[src/rtl/debounced_button_mode_blinker_unit_defines.svh]
// Assertion helpers used by the top-level RTL file.
`ifndef DEBOUNCED_BUTTON_MODE_BLINKER_UNIT_DEFINES_SVH
`define DEBOUNCED_BUTTON_MODE_BLINKER_UNIT_DEFINES_SVH

// Clocked property, suspended while reset is applied.
`define DBMB_ASSERT(label, prop, msg) \
  label: assert property (@(posedge clk) disable iff (!rst_n) prop) else $error(msg);

// Something that must never be seen at a clock edge.
`define DBMB_NEVER(label, cond, msg) \
  `DBMB_ASSERT(label, !(cond), msg)

`endif

[src/rtl/dbmb_pkg.sv]
`timescale 1ns / 1ps
`default_nettype none
package dbmb_pkg;

  localparam int unsigned DEB_W    = 8;
  localparam int unsigned HOLD_W   = 12;
  localparam int unsigned PERIOD_W = 10;
  localparam int unsigned MODE_W   = 2;
  localparam int unsigned CFG_IDX_W  = 3;
  localparam int unsigned CFG_DATA_W = 12;

  localparam logic [HOLD_W-1:0]   EDGE_MAX   = '1;
  localparam logic [PERIOD_W-1:0] TOGGLE_MAX = '1;

  // register indexes on the configuration port
  localparam logic [CFG_IDX_W-1:0] REG_DEBOUNCE    = 3'd0;
  localparam logic [CFG_IDX_W-1:0] REG_HOLD        = 3'd1;
  localparam logic [CFG_IDX_W-1:0] REG_PERIOD_SLOW = 3'd2;
  localparam logic [CFG_IDX_W-1:0] REG_PERIOD_MID  = 3'd3;
  localparam logic [CFG_IDX_W-1:0] REG_PERIOD_FAST = 3'd4;

  localparam logic [DEB_W-1:0]    DEBOUNCE_RST    = 8'd15;
  localparam logic [HOLD_W-1:0]   HOLD_RST        = 12'd3000;
  localparam logic [PERIOD_W-1:0] PERIOD_SLOW_RST = 10'd1000;
  localparam logic [PERIOD_W-1:0] PERIOD_MID_RST  = 10'd200;
  localparam logic [PERIOD_W-1:0] PERIOD_FAST_RST = 10'd100;

  localparam logic [MODE_W-1:0] MODE_OFF  = 2'd0;
  localparam logic [MODE_W-1:0] MODE_SLOW = 2'd1;
  localparam logic [MODE_W-1:0] MODE_MID  = 2'd2;

  typedef struct packed {
    logic [DEB_W-1:0]    debounce_ticks;
    logic [HOLD_W-1:0]   hold_ticks;
    logic [PERIOD_W-1:0] period_slow;
    logic [PERIOD_W-1:0] period_mid;
    logic [PERIOD_W-1:0] period_fast;
  } cfg_t;

  typedef struct packed {
    logic [MODE_W-1:0]   mode;
    logic                last_level;
    logic                settling;
    logic                held;
    logic [HOLD_W-1:0]   since_edge;
    logic [PERIOD_W-1:0] since_toggle;
    logic                lit;
  } state_t;

  typedef struct packed {
    logic [MODE_W-1:0] mode_now;
    logic              led_lit;
    logic [MODE_W-1:0] led_color;
  } result_t;

endpackage
`default_nettype wire

[src/rtl/dbmb_step.sv]
`timescale 1ns / 1ps
`default_nettype none
// One tick of the blinker and debouncer: next state and the result.
module dbmb_step (
  input  wire dbmb_pkg::cfg_t    cfg,
  input  wire dbmb_pkg::state_t  cur,
  input  wire logic              button_level,
  output dbmb_pkg::state_t       nxt,
  output dbmb_pkg::result_t      res
);

  logic                              pressed;
  logic                              change;
  logic                              settled;
  logic [dbmb_pkg::HOLD_W-1:0]       edge_inc;
  logic [dbmb_pkg::HOLD_W-1:0]       edge_cnt;
  logic [dbmb_pkg::PERIOD_W-1:0]     toggle_inc;
  logic [dbmb_pkg::PERIOD_W-1:0]     period;

  assign pressed = ~button_level;
  assign change  = pressed != cur.last_level;

  always_comb begin
    edge_inc   = (cur.since_edge == dbmb_pkg::EDGE_MAX) ? cur.since_edge
                                                        : cur.since_edge + 1'b1;
    toggle_inc = (cur.since_toggle == dbmb_pkg::TOGGLE_MAX) ? cur.since_toggle
                                                            : cur.since_toggle + 1'b1;
    case (cur.mode)
      dbmb_pkg::MODE_SLOW: period = cfg.period_slow;
      dbmb_pkg::MODE_MID:  period = cfg.period_mid;
      default:             period = cfg.period_fast;
    endcase
  end

  assign edge_cnt = change ? '0 : edge_inc;
  assign settled  = (cur.settling | change) &&
                    (edge_cnt >= {{(dbmb_pkg::HOLD_W-dbmb_pkg::DEB_W){1'b0}},
                                  cfg.debounce_ticks});

  always_comb begin
    nxt              = cur;
    nxt.since_edge   = edge_cnt;
    nxt.since_toggle = toggle_inc;
    nxt.last_level   = pressed;
    nxt.settling     = cur.settling | change;

    // blink step works on the mode from before this tick
    if (cur.mode == dbmb_pkg::MODE_OFF) begin
      nxt.lit = 1'b0;
    end else if (toggle_inc >= period) begin
      nxt.lit          = ~cur.lit;
      nxt.since_toggle = '0;
    end

    if (settled) begin
      nxt.settling = 1'b0;
      if (pressed) begin
        nxt.mode         = cur.mode + 1'b1;
        nxt.since_toggle = '0;
        nxt.held         = 1'b1;
      end else begin
        nxt.held = 1'b0;
      end
    end

    if (nxt.held && (edge_cnt >= cfg.hold_ticks)) begin
      nxt.mode = dbmb_pkg::MODE_OFF;
    end
  end

  always_comb begin
    res.mode_now  = nxt.mode;
    res.led_lit   = nxt.lit;
    res.led_color = (nxt.lit && nxt.mode != dbmb_pkg::MODE_OFF) ? nxt.mode
                                                                 : dbmb_pkg::MODE_OFF;
  end

endmodule
`default_nettype wire

[src/rtl/debounced_button_mode_blinker_unit.sv]
`timescale 1ns / 1ps
`default_nettype none
// Debounced button mode selector with a blinking LED. Each input request is one
// millisecond tick carrying the raw active-low button level; each yields exactly one
// result with the mode (0 off, 1 to 3 blink), the LED state and its colour after that
// tick. A tick is taken every clock cycle: the state update is a single combinational
// pass into the state registers, and the result sits in an output register that takes
// a new value whenever it is empty or being drained, so the input stalls only while
// a result is held up by a stalled output; the result appears in the cycle after accept.
// The user must write settings (debounce, hold and the three blink periods) on the cfg
// port only while no tick is in flight; the block does not enforce it. Unknown indexes are ignored.
`include "debounced_button_mode_blinker_unit_defines.svh"
module debounced_button_mode_blinker_unit (
  input  wire logic                                clk,
  input  wire logic                                rst_n,
  input  wire logic                                cfg_we,
  input  wire logic [dbmb_pkg::CFG_IDX_W-1:0]      cfg_index,
  input  wire logic [dbmb_pkg::CFG_DATA_W-1:0]     cfg_wdata,
  input  wire logic                                in_valid,
  output logic                                     in_stall,
  input  wire logic                                in_button_level,
  output logic                                     out_valid,
  input  wire logic                                out_stall,
  output logic [dbmb_pkg::MODE_W-1:0]              out_mode_now,
  output logic                                     out_led_lit,
  output logic [dbmb_pkg::MODE_W-1:0]              out_led_color
);

  dbmb_pkg::cfg_t    cfg_r;
  dbmb_pkg::state_t  state_r;
  dbmb_pkg::state_t  state_nxt;
  dbmb_pkg::result_t res_nxt;
  dbmb_pkg::result_t res_r;
  logic              out_valid_r;
  logic              in_take;

  dbmb_step u_step (
    .cfg          (cfg_r),
    .cur          (state_r),
    .button_level (in_button_level),
    .nxt          (state_nxt),
    .res          (res_nxt)
  );

  assign in_stall = out_valid_r & out_stall;
  assign in_take  = in_valid & ~in_stall;

  always_ff @(posedge clk) begin
    if (!rst_n) begin
      cfg_r.debounce_ticks <= dbmb_pkg::DEBOUNCE_RST;
      cfg_r.hold_ticks     <= dbmb_pkg::HOLD_RST;
      cfg_r.period_slow    <= dbmb_pkg::PERIOD_SLOW_RST;
      cfg_r.period_mid     <= dbmb_pkg::PERIOD_MID_RST;
      cfg_r.period_fast    <= dbmb_pkg::PERIOD_FAST_RST;
    end else if (cfg_we) begin
      unique case (cfg_index)
        dbmb_pkg::REG_DEBOUNCE:    cfg_r.debounce_ticks <= cfg_wdata[dbmb_pkg::DEB_W-1:0];
        dbmb_pkg::REG_HOLD:        cfg_r.hold_ticks     <= cfg_wdata[dbmb_pkg::HOLD_W-1:0];
        dbmb_pkg::REG_PERIOD_SLOW: cfg_r.period_slow    <= cfg_wdata[dbmb_pkg::PERIOD_W-1:0];
        dbmb_pkg::REG_PERIOD_MID:  cfg_r.period_mid     <= cfg_wdata[dbmb_pkg::PERIOD_W-1:0];
        dbmb_pkg::REG_PERIOD_FAST: cfg_r.period_fast    <= cfg_wdata[dbmb_pkg::PERIOD_W-1:0];
        default: ;
      endcase
    end
  end

  always_ff @(posedge clk) begin
    if (!rst_n) begin
      state_r     <= '0;
      out_valid_r <= 1'b0;
    end else begin
      if (in_take) begin
        state_r <= state_nxt;
      end
      if (in_take) begin
        out_valid_r <= 1'b1;
      end else if (!out_stall) begin
        out_valid_r <= 1'b0;
      end
    end
  end

  // payload register, no reset needed
  always_ff @(posedge clk) begin
    if (in_take) begin
      res_r <= res_nxt;
    end
  end

  assign out_valid     = out_valid_r;
  assign out_mode_now  = res_r.mode_now;
  assign out_led_lit   = res_r.led_lit;
  assign out_led_color = res_r.led_color;

  `DBMB_ASSERT(a_take_gives_result, in_take |=> out_valid_r, "accepted tick gave no result")
  `DBMB_NEVER(a_colour_mismatch, out_valid_r && out_led_color != dbmb_pkg::MODE_OFF && (!out_led_lit || out_led_color != out_mode_now), "colour disagrees with lit flag or mode")
  `DBMB_ASSERT(a_off_clears_lit, in_take && state_r.mode == dbmb_pkg::MODE_OFF |=> !state_r.lit, "LED not cleared in off mode")
  `DBMB_ASSERT(a_edge_restarts, in_take && (in_button_level == state_r.last_level) |=> state_r.since_edge == '0, "level change did not restart debounce timer")

endmodule
`default_nettype wire
[config.mk]
export PLATFORM = sky130hd
export DESIGN_NAME = debounced_button_mode_blinker_unit
export DESIGN_NICKNAME = d
export VERILOG_FILES = /design/src/rtl/dbmb_pkg.sv /design/src/rtl/dbmb_step.sv /design/src/rtl/debounced_button_mode_blinker_unit.sv
export VERILOG_INCLUDE_DIRS = /design/src /design/src/rtl
export SDC_FILE = /design/constraint.sdc
export NUM_CORES = 1
export LEC_CHECK = 0
export ABC_AREA = 1
export BUFFER_PORTS_ARGS = -buffer_cell sky130_fd_sc_hd__buf_2
export CAP_MARGIN = 0
export CORE_MARGIN = 1.5
export CORE_UTILIZATION = 40
export CTS_BUF_LIST = sky130_fd_sc_hd__clkbuf_8
export DETAILED_ROUTE_END_ITERATION = 6
export PLACE_DENSITY = 0.56
export SYNTH_ARGS = -nofsm -noshare
export SYNTH_HDL_FRONTEND = slang
export SYNTH_SLANG_ARGS = --single-unit
[constraint.sdc]
create_clock -name clk -period 8.82 [get_ports clk]
set_input_delay 0.882 -clock clk [delete_from_list [all_inputs] [get_ports clk]]
set_output_delay 0.882 -clock clk [all_outputs]
set_load 0.05 [all_outputs]
-- After elaboration in Yosys (flattened, before gate mapping)
Index checks and enable logic that the tools add are counted.
- flip-flop bits (word level): 84
- input bits: 21
- logic and storage cells: 65
- $add $sub $neg: 3
- order comparisons: 3
- equality and inequality tests: 10
- muxes and demuxes: 16
- bitwise operators: 6
- reductions and logical operators: 11
- operators with widths (cell ; count):
    $mux W10 ; 4
    $mux W12 ; 2
    $pmux W10 S2 ; 1
    $add A12 B1 Y12 const B ; 1
    $eq A12 B12 Y1 const B ; 1
    $ge A12 B12 Y1 ; 1
    $ge A12 B8 Y1 ; 1
    $mux W11 ; 1
    $add A10 B1 Y10 const B ; 1
    $eq A10 B10 Y1 const B ; 1
    $ge A10 B10 Y1 ; 1
    $reduce_and A2 Y1 ; 5
    $mux W2 ; 4
    $eq A3 B2 Y1 const B ; 2
    $mux W1 ; 4
    $eq A3 B1 Y1 const B ; 1
    $eq A3 B3 Y1 const B ; 1
    $logic_and A1 B1 Y1 ; 3
    $logic_not A3 Y1 ; 1
    $not A1 Y1 ; 3
    $add A2 B1 Y2 const B ; 1
    $and A1 B1 Y1 ; 2
    $eq A2 B1 Y1 const B ; 1
    $eq A2 B2 Y1 const B ; 1
    other kinds (5) ; 5

-- Logic depth before layout (Yosys ltp)
Gate-level depths: netlist (run 1).
- depth in word-level cells: 10
- depth in mapped cells: 27

-- Cells and area by module
A second synthesis (run 1) with hierarchy kept.
- cells, all modules: 749
- area total of the unflattened synthesis: 5046.1 um^2
- by module, submodules not included (module ; times used ; cells each ; area an instance (um^2) ; seq. area each (um^2)):
    debounced_button_mode_blinker_unit ; 1 ; 405 ; 3121.7 ; 1731.7
    dbmb_step ; 1 ; 344 ; 1924.3 ; 0.0

-- Worst setup path after synthesis (run 1)
OpenSTA, ideal clock, no wires.
- kind: input -> register
- start point: input port in_button_level
- end point: register res_r, in the netlist out_led_color[0], data pin
- data arrival time: 2.696 ns
- slack: 5.868 ns
- cell stages on the path: 20
- buffers on the path: 0
- cells stage by stage: xor2_4 > inv_2 > a21oi_1 > o21ai_0 > ha_1 > inv_1 > nand2_1 > nand2_1 > nand2_1 > nand2_1 > nand2_1 > nand2_1 > nand2_1 > nand2_1 > nand3_1 > o21bai_2 > nand2_2 > nand2_2 > nand2_4 > and3_1
- cells in the longest elaborated chain, start to end: 10
- elaborated cells on any way between the ends: 15
- those cells by class: 2 x order compare; 1 x eq/ne; 6 x mux; 2 x bitwise; 4 x reduce/logical
- ends and longest elaborated chain (element ; RTL line ; text):
    start: declaration ; debounced_button_mode_blinker_unit.sv:21 ; input wire logic in_button_level,
    $not A1 Y1 ; dbmb_step.sv:20 ; assign pressed = ~button_level;
    $ne A1 B1 Y1 ; dbmb_step.sv:21 ; assign change = pressed != cur.last_level;
    $mux W12 ; dbmb_step.sv:35 ; assign edge_cnt = change ? '0 : edge_inc;
    $ge A12 B8 Y1 ; dbmb_step.sv:37 ; (edge_cnt >= {{(dbmb_pkg::HOLD_W-dbmb_pkg::DEB_W){1'b0}},
    $logic_and A1 B1 Y1 ; dbmb_step.sv:36 ; assign settled = (cur.settling | change) &&
    $mux W2 ; dbmb_step.sv:55 ; if (settled) begin
    $logic_and A1 B1 Y1 ; dbmb_step.sv:66 ; if (nxt.held && (edge_cnt >= cfg.hold_ticks)) begin
    $mux W2 * ; dbmb_step.sv:66 ;
    $reduce_bool A2 Y1 ; dbmb_step.sv:74 ; res.led_color = (nxt.lit && nxt.mode != dbmb_pkg::MODE_OFF) ? nxt.mode
    $logic_and A1 B1 Y1 ; dbmb_step.sv:74 ;
    end signal: assignment ; debounced_button_mode_blinker_unit.sv:86 ; res_r <= res_nxt;
    end: declaration ; debounced_button_mode_blinker_unit.sv:33 ; dbmb_pkg::result_t res_r;
Every way passes the cells marked *; elsewhere a longest branch is shown, timed or not.
A chain may end at the register's enable or synchronous reset.

-- Worst setup path after layout (run 1)
- start point: register state_r[11] (netlist name)
- end point: register res_r, in the netlist out_led_color[0], data pin
- cells in the longest elaborated chain, start to end: 10
- elaborated cells on any way between the ends: 13
- those cells by class: 1 x add/sub; 2 x order compare; 1 x eq/ne; 5 x mux; 4 x reduce/logical
- ends and longest elaborated chain (element ; RTL line ; text):
    start: declaration ; debounced_button_mode_blinker_unit.sv:30 ; dbmb_pkg::state_t state_r;
    start signal: assignment ; debounced_button_mode_blinker_unit.sv:73 ; state_r <= state_nxt;
    $add A12 B1 Y12 or $eq A12 B12 Y1 (tied branches) ; dbmb_step.sv:25, dbmb_step.sv:24 ;
    $mux W12 * ; dbmb_step.sv:24 ; edge_inc = (cur.since_edge == dbmb_pkg::EDGE_MAX) ? cur.since_edge
    $mux W12 * ; dbmb_step.sv:35 ;
    $ge A12 B8 Y1 ; dbmb_step.sv:37 ;
    $logic_and A1 B1 Y1 ; dbmb_step.sv:36 ;
    $mux W2 ; dbmb_step.sv:55 ;
    $logic_and A1 B1 Y1 ; dbmb_step.sv:66 ;
    $mux W2 * ; dbmb_step.sv:66 ;
    $reduce_bool A2 Y1 ; dbmb_step.sv:74 ;
    $logic_and A1 B1 Y1 ; dbmb_step.sv:74 ;
Marked as above.

==> flow_summary.toml, run 1 <==
[outcome]
status = "finished clean"

[floorplanning]
num_rows = 39
die-width_um = 112
num_io_pins = 28
initial_core_util_pct = 41.3
die_h_um = 112
core_area_um2 = 11500
die_area_um2 = 12500

[sta]
fin_crit_sh_pct = 37.7
drv_slew = 0
setup_violations = 0
hold_violations = 0
fmaxAchievable_mhz = 301
fin_skew_ns = 0.00692
rsz0062_at_grt = "false"
fin_crit_ns = 3.32
worst_slew_pin_slew_ns = 0.621
whs_ns = 0.451
tns_ns = 0
fin_ws_ns = 5.50
max_slew_margin_pct = 58.6

[power_and_ir_drop]
p_total_mw = 0.816
swShare_pct = 31.5
clockPowerShare_pct = 30.3
internal-power_mw = 0.560
power_frac_seq_pct = 50.6
power_switching_mw = 0.257
vdd_drop_max_v = 0.0000754
power_frac_comb_pct = 19.1
p_leak_nw = 2.31
p_per_area_nw_per_um2 = 160

[hold_path]
hp-start = "cfg_r[12]"
hold_path_depth = 2
worstHoldEndpoint = "cfg_r[12]"
min_path_type = "reg2reg"

[placement]
pre_cts_slack_ns = 5.20
hpwlAfterDp_um = 7950
place.gp.congestion = 0.813
port_buffers = 27
placed_cells = 798
placed_area_um2 = 4940

[clock_network]
clk_latency_ns = 0.36
holdBufCountCts = 0
htreeDepth = 3
clkSinkCount = 84
cts_buffer_depth = 2
cts_resized = 0
root_buffer = "clkbuf_8"
post_cts_buffers = 0
clk_pin_slew_worst_paths_ns = 0.09
cts_tree = "built"
numCtsBuffers = 9

[synthesis]
netlist_area_um2 = 4740
synth.top_cell.area_share_pct = 33.4
avgSynthCellArea_um2 = 7.32
yosysSeqAreaShare_pct = 36.5
yosysUniqueCellTypes = 39
synth_top_area_cell = "dfxtp_1"
yosys-top-cells-area = "dfxtp_1 33%, nand2_1 10%, ha_1 9.2%"
synthesis.nets = 703
yosysWarnings = 0
synthCells = 647
synth-seq-cells = 84

[detailed_routing]
wirelength_um = 11100
vias = 4063
viasPerCell = 5.00
routedWlPerCell_um = 13.7
drtAntennaViolNets = 0
dr.pass1.iters = 4
drtIter0Drc = 137
drc_errors = 0

[critical_path]
slowest_delay_ns = 0.42
required_ns = 8.94
worst_r2r_endpoint = "out_led_color[0]"
rrSetupSlack_ns = 5.50
worst_r2r_path_depth = 25
cp.arrival_ns = 3.44
cp-end-kind = "flop"
rr_startpoint = "state_r[11]"
crit_top_cell = "nand2_1"
worstSetupPathType = "reg2reg"
path_max_fanout = 12
slowest_stage = "dfxtp_1"
start_kind = "flop"

[global_route]
grtUsageMet2_pct = 28.3
grtUsageMet1_pct = 26.6
grt_max_degree = 66
gr-total-overflow = 0
track_usage_pct = 18.6
groute.layer.met3.usage_pct = 2.50
grt_antenna_before_repair = 0
grt_pass1_vias = 3753
grt_most_used_layer = "met2"
grt_pass1_wl_um = 18600

[final_layout]
areaGrowthSynthToFinish_pct = 7.90
num_antenna_cells = 0
final_cells = 813
finalInstanceArea_um2 = 5110
nets = 722
layout-drive-gt1-share_pct = 11.6
post-route-util_pct = 44.6

[flow_run]
drv_cap = 0
-- synthesized netlist by cell type --
cell,n
and3_1,2
mux2i_1,2
edfxtp_1,5
inv_1,75
o21bai_2,1
a21oi_2,4
xor2_4,1
o21ai_0,59
nor2_4,2
nand4_1,14
o21a_1,2
buf_6,3
nor3_1,2
a32oi_1,1
a31oi_1,2
inv_2,3
buf_2,1
nand2_4,1
nand3_1,35
nand3b_1,2
or2_2,1
nor2_2,3
nand3_2,3
a211oi_1,2
nand2_1,127
ha_1,35
clkbuf_8,3
xor2_1,5
a21oi_1,53
o21ai_1,2
clkbuf_1,16
nand4_2,2
clkinv_1,2
xnor2_1,4
nor2_1,64
dfxtp_1,79
nand2_2,11
o211ai_1,17
nor4_1,1
-- flip-flops by register name, summed over array words and instances, names as in the netlist --
| name | flops |
|---|---|
| cfg_r | 50 |
| out_led_color | 2 |
| out_led_lit | 1 |
| out_mode_now | 2 |
| out_valid | 1 |
| state_r | 28 |
-- worst max-delay path: cells and delay by family, from the launching register on --
kind | cells | cell delay (ns)
compound gates | 2 | 0.32
simple gates | 18 | 1.59
fa+ha+maj | 2 | 0.56
buf+inv | 3 | 0.16
flops | 1 | 0.42
-- final cells by class --
type | instances | area, µm²
clock buffer | 10 | 138
clock inverter | 5 | 30.0
fill | 1159 | 6350
inverter | 80 | 300
multi-input combinational | 460 | 2570
sequential | 84 | 1730
tap | 143 | 179
timing repair buffer | 31 | 165
-- layer usage --
layer / routed length, µm / vias to the layer above
met5: 0 / -
met4: 143 / 0
met3: 391 / 10
met2: 4830 / 61
met1: 5730 / 1819
li1: - / 2173
-- power groups by stage --
stage | clock network, mW | logic, mW | registers, mW
after CTS | 0.258 | 0.158 | 0.413
final | 0.247 | 0.156 | 0.413
after floorplan | 0 | 0.111 | 0.428
after global routing | 0.272 | 0.178 | 0.416
after detailed placement | 0 | 0.157 | 0.422
after global placement | 0 | 0.154 | 0.422
-- logic make-up (layout without fill, tap and decap cells) --
kind of cell             after synthesis  after routing  share of synthesized area (%)
adder cells (fa/ha/maj)               35             35                           9.24
XOR/XNOR                              10             10                           2.24
buffers and inverters                103            126                           9.29
AO/OA/AOI/OAI                        143            143                           16.8
AND/OR/NAND/NOR                      270            270                           25.5
flip-flops                            84             84                           36.5
multiplexers                           2              2                          0.423
-- worst max-delay path by stage --
stage,cells after the start,from,endpoint
final,25,state_r[11],out_led_color[0]
after global routing,25,state_r[11],out_led_color[0]
after CTS,25,state_r[11],out_led_color[0]
after detailed placement,22,in_button_level,out_led_color[0]
after global placement,22,in_button_level,out_led_color[0]
after floorplan,20,in_button_level,out_led_color[0]
-- cell usage in the layout (no fill, tap or decap), types with 14 or more instances in the layout --
cell,netlist,routed
a21oi_1,53,53
buf_2,1,27
dfxtp_1,79,79
ha_1,35,35
inv_1,75,76
nand2_1,127,127
nand3_1,35,35
nand4_1,14,14
nor2_1,64,63
o211ai_1,17,17
o21ai_0,59,59
(Power assumes the default switching activity.)
==> run 2, diff against run 1 <==
- clock period: 8.82 -> 3.2 ns (I/O delays scaled with it)
==> run 2 against run 1 <==
  * Setup slack worse by 5.3 ns
  * Largest cell class unchanged
  * Register-to-register slack worse by 5.3 ns
  * Fmax up 11%
==> flow_summary.toml, run 2 (synthesized netlist as in run 1, its figures left out) <==
[power_and_ir_drop]
vdd_drop_max_v = 0.000207
p_leak_nw = 2.39
p_per_area_nw_per_um2 = 457

[global_route]
grt_antenna_before_repair = 0
gr-total-overflow = 0
grt_pass1_wl_um = 19200
grt_max_degree = 43
track_usage_pct = 19.1
grt_pass1_vias = 3774

[sta]
tns_ns = 0
worst_slew_pin_slew_ns = 0.666
fin_skew_ns = 0.0130
drv_slew = 0
max_slew_margin_pct = 55.5
hold_violations = 0
fin_crit_ns = 2.99
setup_violations = 0
fmaxAchievable_mhz = 334
fin_crit_sh_pct = 93.4

[detailed_routing]
drtAntennaViolNets = 0
met2WireLength_um = 4900
dr.pass1.iters = 7
wl_met1_um = 5850
viasPerCell = 5.14
wl_met3_um = 516
drc_errors = 0
vias = 4223
wirelength_um = 11400
highest_layer = "met4"
routedWlPerCell_um = 13.9
drtIter0Drc = 168

[final_layout]
final_cell_mix = "126 x nand2_1, 76 x dfxtp_1, 74 x inv_1, 61 x nor2_1, 58 x o21ai_0"
reg_top3 = "cfg_r: 50 flops, state_r: 28 flops"
final_common_cell = "nand2_1"
regMostFlops = "cfg_r"
num_antenna_cells = 0
largest_reg_flops = 50
final_cells = 822
layout-drive-gt1-share_pct = 15.2
nets = 730
areaGrowthSynthToFinish_pct = 11.3

[critical_path]
path_max_fanout = 5
worstSetupPathType = "reg2reg"
cp-end-kind = "flop"
required_ns = 3.33
start_kind = "flop"
cp.arrival_ns = 3.12

[floorplanning]
die_h_um = 112
die_area_um2 = 12500
initial_core_util_pct = 41.3
num_rows = 39
core_area_um2 = 11500
die-width_um = 112
num_io_pins = 28

[clock_network]
cts_buffer_depth = 2
numCtsBuffers = 9
htreeDepth = 3
clkSinkCount = 84
holdBufCountCts = 0
clk_latency_ns = 0.37
root_buffer = "clkbuf_8"
cts_tree = "built"
clk_pin_slew_worst_paths_ns = 0.09

[placement]
hpwlAfterDp_um = 8180
placed_cells = 804
place.gp.congestion = 0.879
port_buffers = 27

[outcome]
status = "finished clean"

[flow_run]
drv_cap = 0

[hold_path]
min_path_type = "in2reg"
==> run 2: metal layers <==
layer / up-vias / global-route usage (%)
met3: 14 / 2.72
met5: - / 0
met1: 1918 / 28.2
met4: 0 / 6.16
met2: 87 / 28.6
li1: 2204 / -
==> run 2: worst paths after layout <==
| path | to | cells after the start | start | slack, ns |
|---|---|---|---|---|
| worst min register to register | cfg_r[12] | 2 | cfg_r[12] | 0.46 |
| worst max-delay path | out_led_color[0] | 17 | state_r[2] | 0.21 |
| worst min-delay path | cfg_r[41] | 3 | cfg_wdata[11] | 0.19 |
| worst max register to register | out_led_color[0] | 17 | state_r[2] | 0.21 |
==> run 2: through the flow <==
| stage | setup slack (ns) | util (%) | area [µm²] | power, mW | hold WS (ns) |
|---|---|---|---|---|---|
| finish | 0.210 | 46.0 | 5270 | 2.41 | 0.188 |
| global route | -0.0487 | 46.0 | 5270 | 2.54 | 0.206 |
| CTS | 0.0487 | 45.3 | 5190 | 2.41 | 0.184 |
| detailed placement | 0.0902 | 43.5 | 4990 | 1.61 | 0.444 |
| global placement | 0.153 | 43.5 | 4990 | 1.60 | 0.432 |
| floorplan | 0.368 | - | 4740 | 1.49 | 0.410 |
==> run 2: where the power goes <==
part | internal (mW) | total [mW] | switching (mW)
Sequential | 1.11 | 1.14 | 0.0300
Combinational | 0.159 | 0.464 | 0.306
Clock | 0.373 | 0.807 | 0.434
==> run 2: area by class of cell <==
| type | count | area, µm² |
|---|---|---|
| clock buffers | 9 | 124 |
| clock inverters | 7 | 81.3 |
| fillers | 1180 | 6190 |
| inverters | 80 | 300 |
| multi-input cells | 460 | 2620 |
| flip-flops and latches | 84 | 1740 |
| well taps | 143 | 179 |
| repair buffers | 39 | 229 |
==> run 2: repair_timing <==
action	4_1_cts	5_1_grt
endpoints found under the setup margin	0	19
setup buffers	0	2
hold endpoints to repair	0	0
resized for setup	0	20
==> run 2: worst max-delay path: stages, from the launching register on <==
cell	delay [ns]
dfxtp_2	0.37
ha_2	0.20
nand2_1	0.06
inv_1	0.07
nand4_1	0.16
nor2_2	0.22
nand2_2	0.11
nand2_1	0.10
nor2_1	0.06
xor2_1	0.22
ha_1	0.27
nand2_1	0.12
o21ai_0	0.11
a21oi_1	0.17
nand3_2	0.12
nor2_1	0.13
nor2_2	0.08
and3_1	0.18
==> run 3, diff against run 2 <==
- CTS_BUF_LIST: sky130_fd_sc_hd__clkbuf_8 -> not set
- PLACE_DENSITY: 0.56 -> 0.58
- clock period: 3.2 -> 2.5 ns (I/O delays scaled with it)
==> run 3 against run 2 <==
  * The flow now finishes with violations (negative setup slack)
  * Core utilization rose by 8.3 points
  * Critical path type unchanged
  * Count of clock-buffer cells in the layout rose by 2
  * Clock skew fell by 0.0099 ns
  * Sequential share of layout area fell by 4.9 points
  * Wire length rose by 12%
  * Critical endpoint is now out_led_color[1]
==> flow_summary.toml, run 3 (synthesized netlist as in run 1, its figures left out) <==
[outcome]
status = "finished, violations left"
violations = "negative setup slack"

[final_layout]
final_cell_mix = "116 x nand2_1, 82 x buf_4, 71 x dfxtp_1, 68 x inv_1, 54 x nor2_1"
areaGrowthSynthToFinish_pct = 31.3
largest_reg_flops = 50
final_cells = 895
layout-drive-gt1-share_pct = 29.9
fillers = 1050
nets = 803
num_antenna_cells = 0
seq_area_um2 = 1750
multiInputGateArea_um2 = 2900
reg_top3 = "cfg_r: 50 flops, state_r: 28 flops"
regMostFlops = "cfg_r"
final_common_cell = "nand2_1"

[critical_path]
start_kind = "flop"
cp.arrival_ns = 2.86
path_max_fanout = 4
required_ns = 2.60
cp-end-kind = "flop"
worstSetupPathType = "reg2reg"

[sta]
fin_crit_sh_pct = 110
fmaxAchievable_mhz = 362
max_slew_margin_pct = 50.2
hold_violations = 0
whs_ns = 0.138
drv_slew = 0
rsz0062_at_grt = "true"
fin_crit_ns = 2.76
worst_slew_pin_slew_ns = 0.746
fin_ws_ns = -0.260
tns_ns = -3.18
fin_skew_ns = 0.00308
setup_violations = 19

[clock_network]
cts_buffer_depth = 2
clk_latency_ns = 0.35
clk_pin_slew_worst_paths_ns = 0.07
cts_tree = "built"
clkSinkCount = 84
htreeDepth = 3
root_buffer = "clkbuf_16"
holdBufCountCts = 0
numCtsBuffers = 9

[detailed_routing]
vias = 4562
drc_errors = 0
drtIter0Drc = 203
wirelength_um = 12800
viasPerCell = 5.10
routedWlPerCell_um = 14.3
drtAntennaViolNets = 0
dr.pass1.iters = 5

[floorplanning]
die-width_um = 112
die_area_um2 = 12500
core_area_um2 = 11500
die_h_um = 112
num_io_pins = 28
initial_core_util_pct = 41.3
num_rows = 39

[placement]
place.gp.congestion = 0.879
port_buffers = 27
hpwlAfterDp_um = 8950
placed_cells = 865

[flow_run]
drv_cap = 0

[global_route]
gr-total-overflow = 0
grt_pass1_wl_um = 21100
grt_max_degree = 65
track_usage_pct = 20.9
grt_antenna_before_repair = 0
grt_pass1_vias = 4321

[hold_path]
min_path_type = "in2reg"

[power_and_ir_drop]
power_frac_seq_pct = 40.4
p_leak_nw = 2.87
power_frac_comb_pct = 21.8
internal-power_mw = 2.51
power_switching_mw = 1.09
swShare_pct = 30.3
clockPowerShare_pct = 37.8
vdd_drop_max_v = 0.000423
p_per_area_nw_per_um2 = 577
-- run 3: worst paths after layout --
kind              cells after the start  slack, ns          endpoint     startpoint
setup reg to reg                     17      -0.26  out_led_color[1]     state_r[1]
hold reg to reg                       2       0.46         cfg_r[19]      cfg_r[19]
setup / recovery                     17      -0.26  out_led_color[1]     state_r[1]
hold / removal                        3       0.14         cfg_r[41]  cfg_wdata[11]
-- run 3: final cells by class --
cell class / count / area share, %
clock inverters: 5 / 0.603
well taps: 143 / 2.88
flip-flops and latches: 84 / 28.1
clock buffers: 11 / 4.24
inverters: 80 / 4.83
repair buffers: 111 / 12.7
multi-input cells: 461 / 46.7
-- run 3: stage by stage --
step | setup slack, ns | instance area [µm²] | power (mW) | utilization, %
2_1_floorplan | -0.173 | 4780 | 1.91 | -
3_3_place_gp | -0.386 | 5510 | 2.13 | 48.1
3_5_place_dp | -0.388 | 5510 | 2.15 | 48.1
4_1_cts | -0.193 | 6040 | 3.57 | 52.7
5_1_grt | -0.421 | 6220 | 3.77 | 54.3
6_report | -0.260 | 6220 | 3.59 | 54.3
-- run 3: critical path: stages (launching register included) --
cell and delay, ns:
dfxtp_2 0.35, ha_4 0.14, nand2_2 0.05, inv_2 0.05, nand4_1 0.11, nor2_2 0.18, nand2_2 0.11, buf_4 0.16
xnor2_2 0.14, ha_1 0.30, nand2_2 0.07, nor4_4 0.25, nand3_1 0.12, nand3_2 0.13, nand2_1 0.07, nand2_1 0.07
nor2_2 0.05, and3_1 0.17
-- run 3: power by group through the flow --
stage / clock (mW) / sequential, mW / combinational (mW)
after floorplan: 0 / 1.51 / 0.396
after global placement: 0 / 1.48 / 0.659
after detailed placement: 0 / 1.48 / 0.670
after CTS: 1.38 / 1.45 / 0.740
after global routing: 1.45 / 1.46 / 0.868
final: 1.36 / 1.45 / 0.783
-- run 3: timing repair --
action,in CTS,in global routing
cloned,1,0
endpoints found under the setup margin,19,20
pin swaps,25,27
buffers inserted,8,5
resized for setup,44,28
-- run 3: per-layer routing --
metal	track usage, %	part of all wire, %	wire [µm]	vias to the layer above
met5	0	0	0	-
met4	7.51	1.5	191	0
met3	2.94	4.2	540	17
met2	33.5	47	5990	104
met1	28.9	47	6080	2094
li1	-	-	-	2347
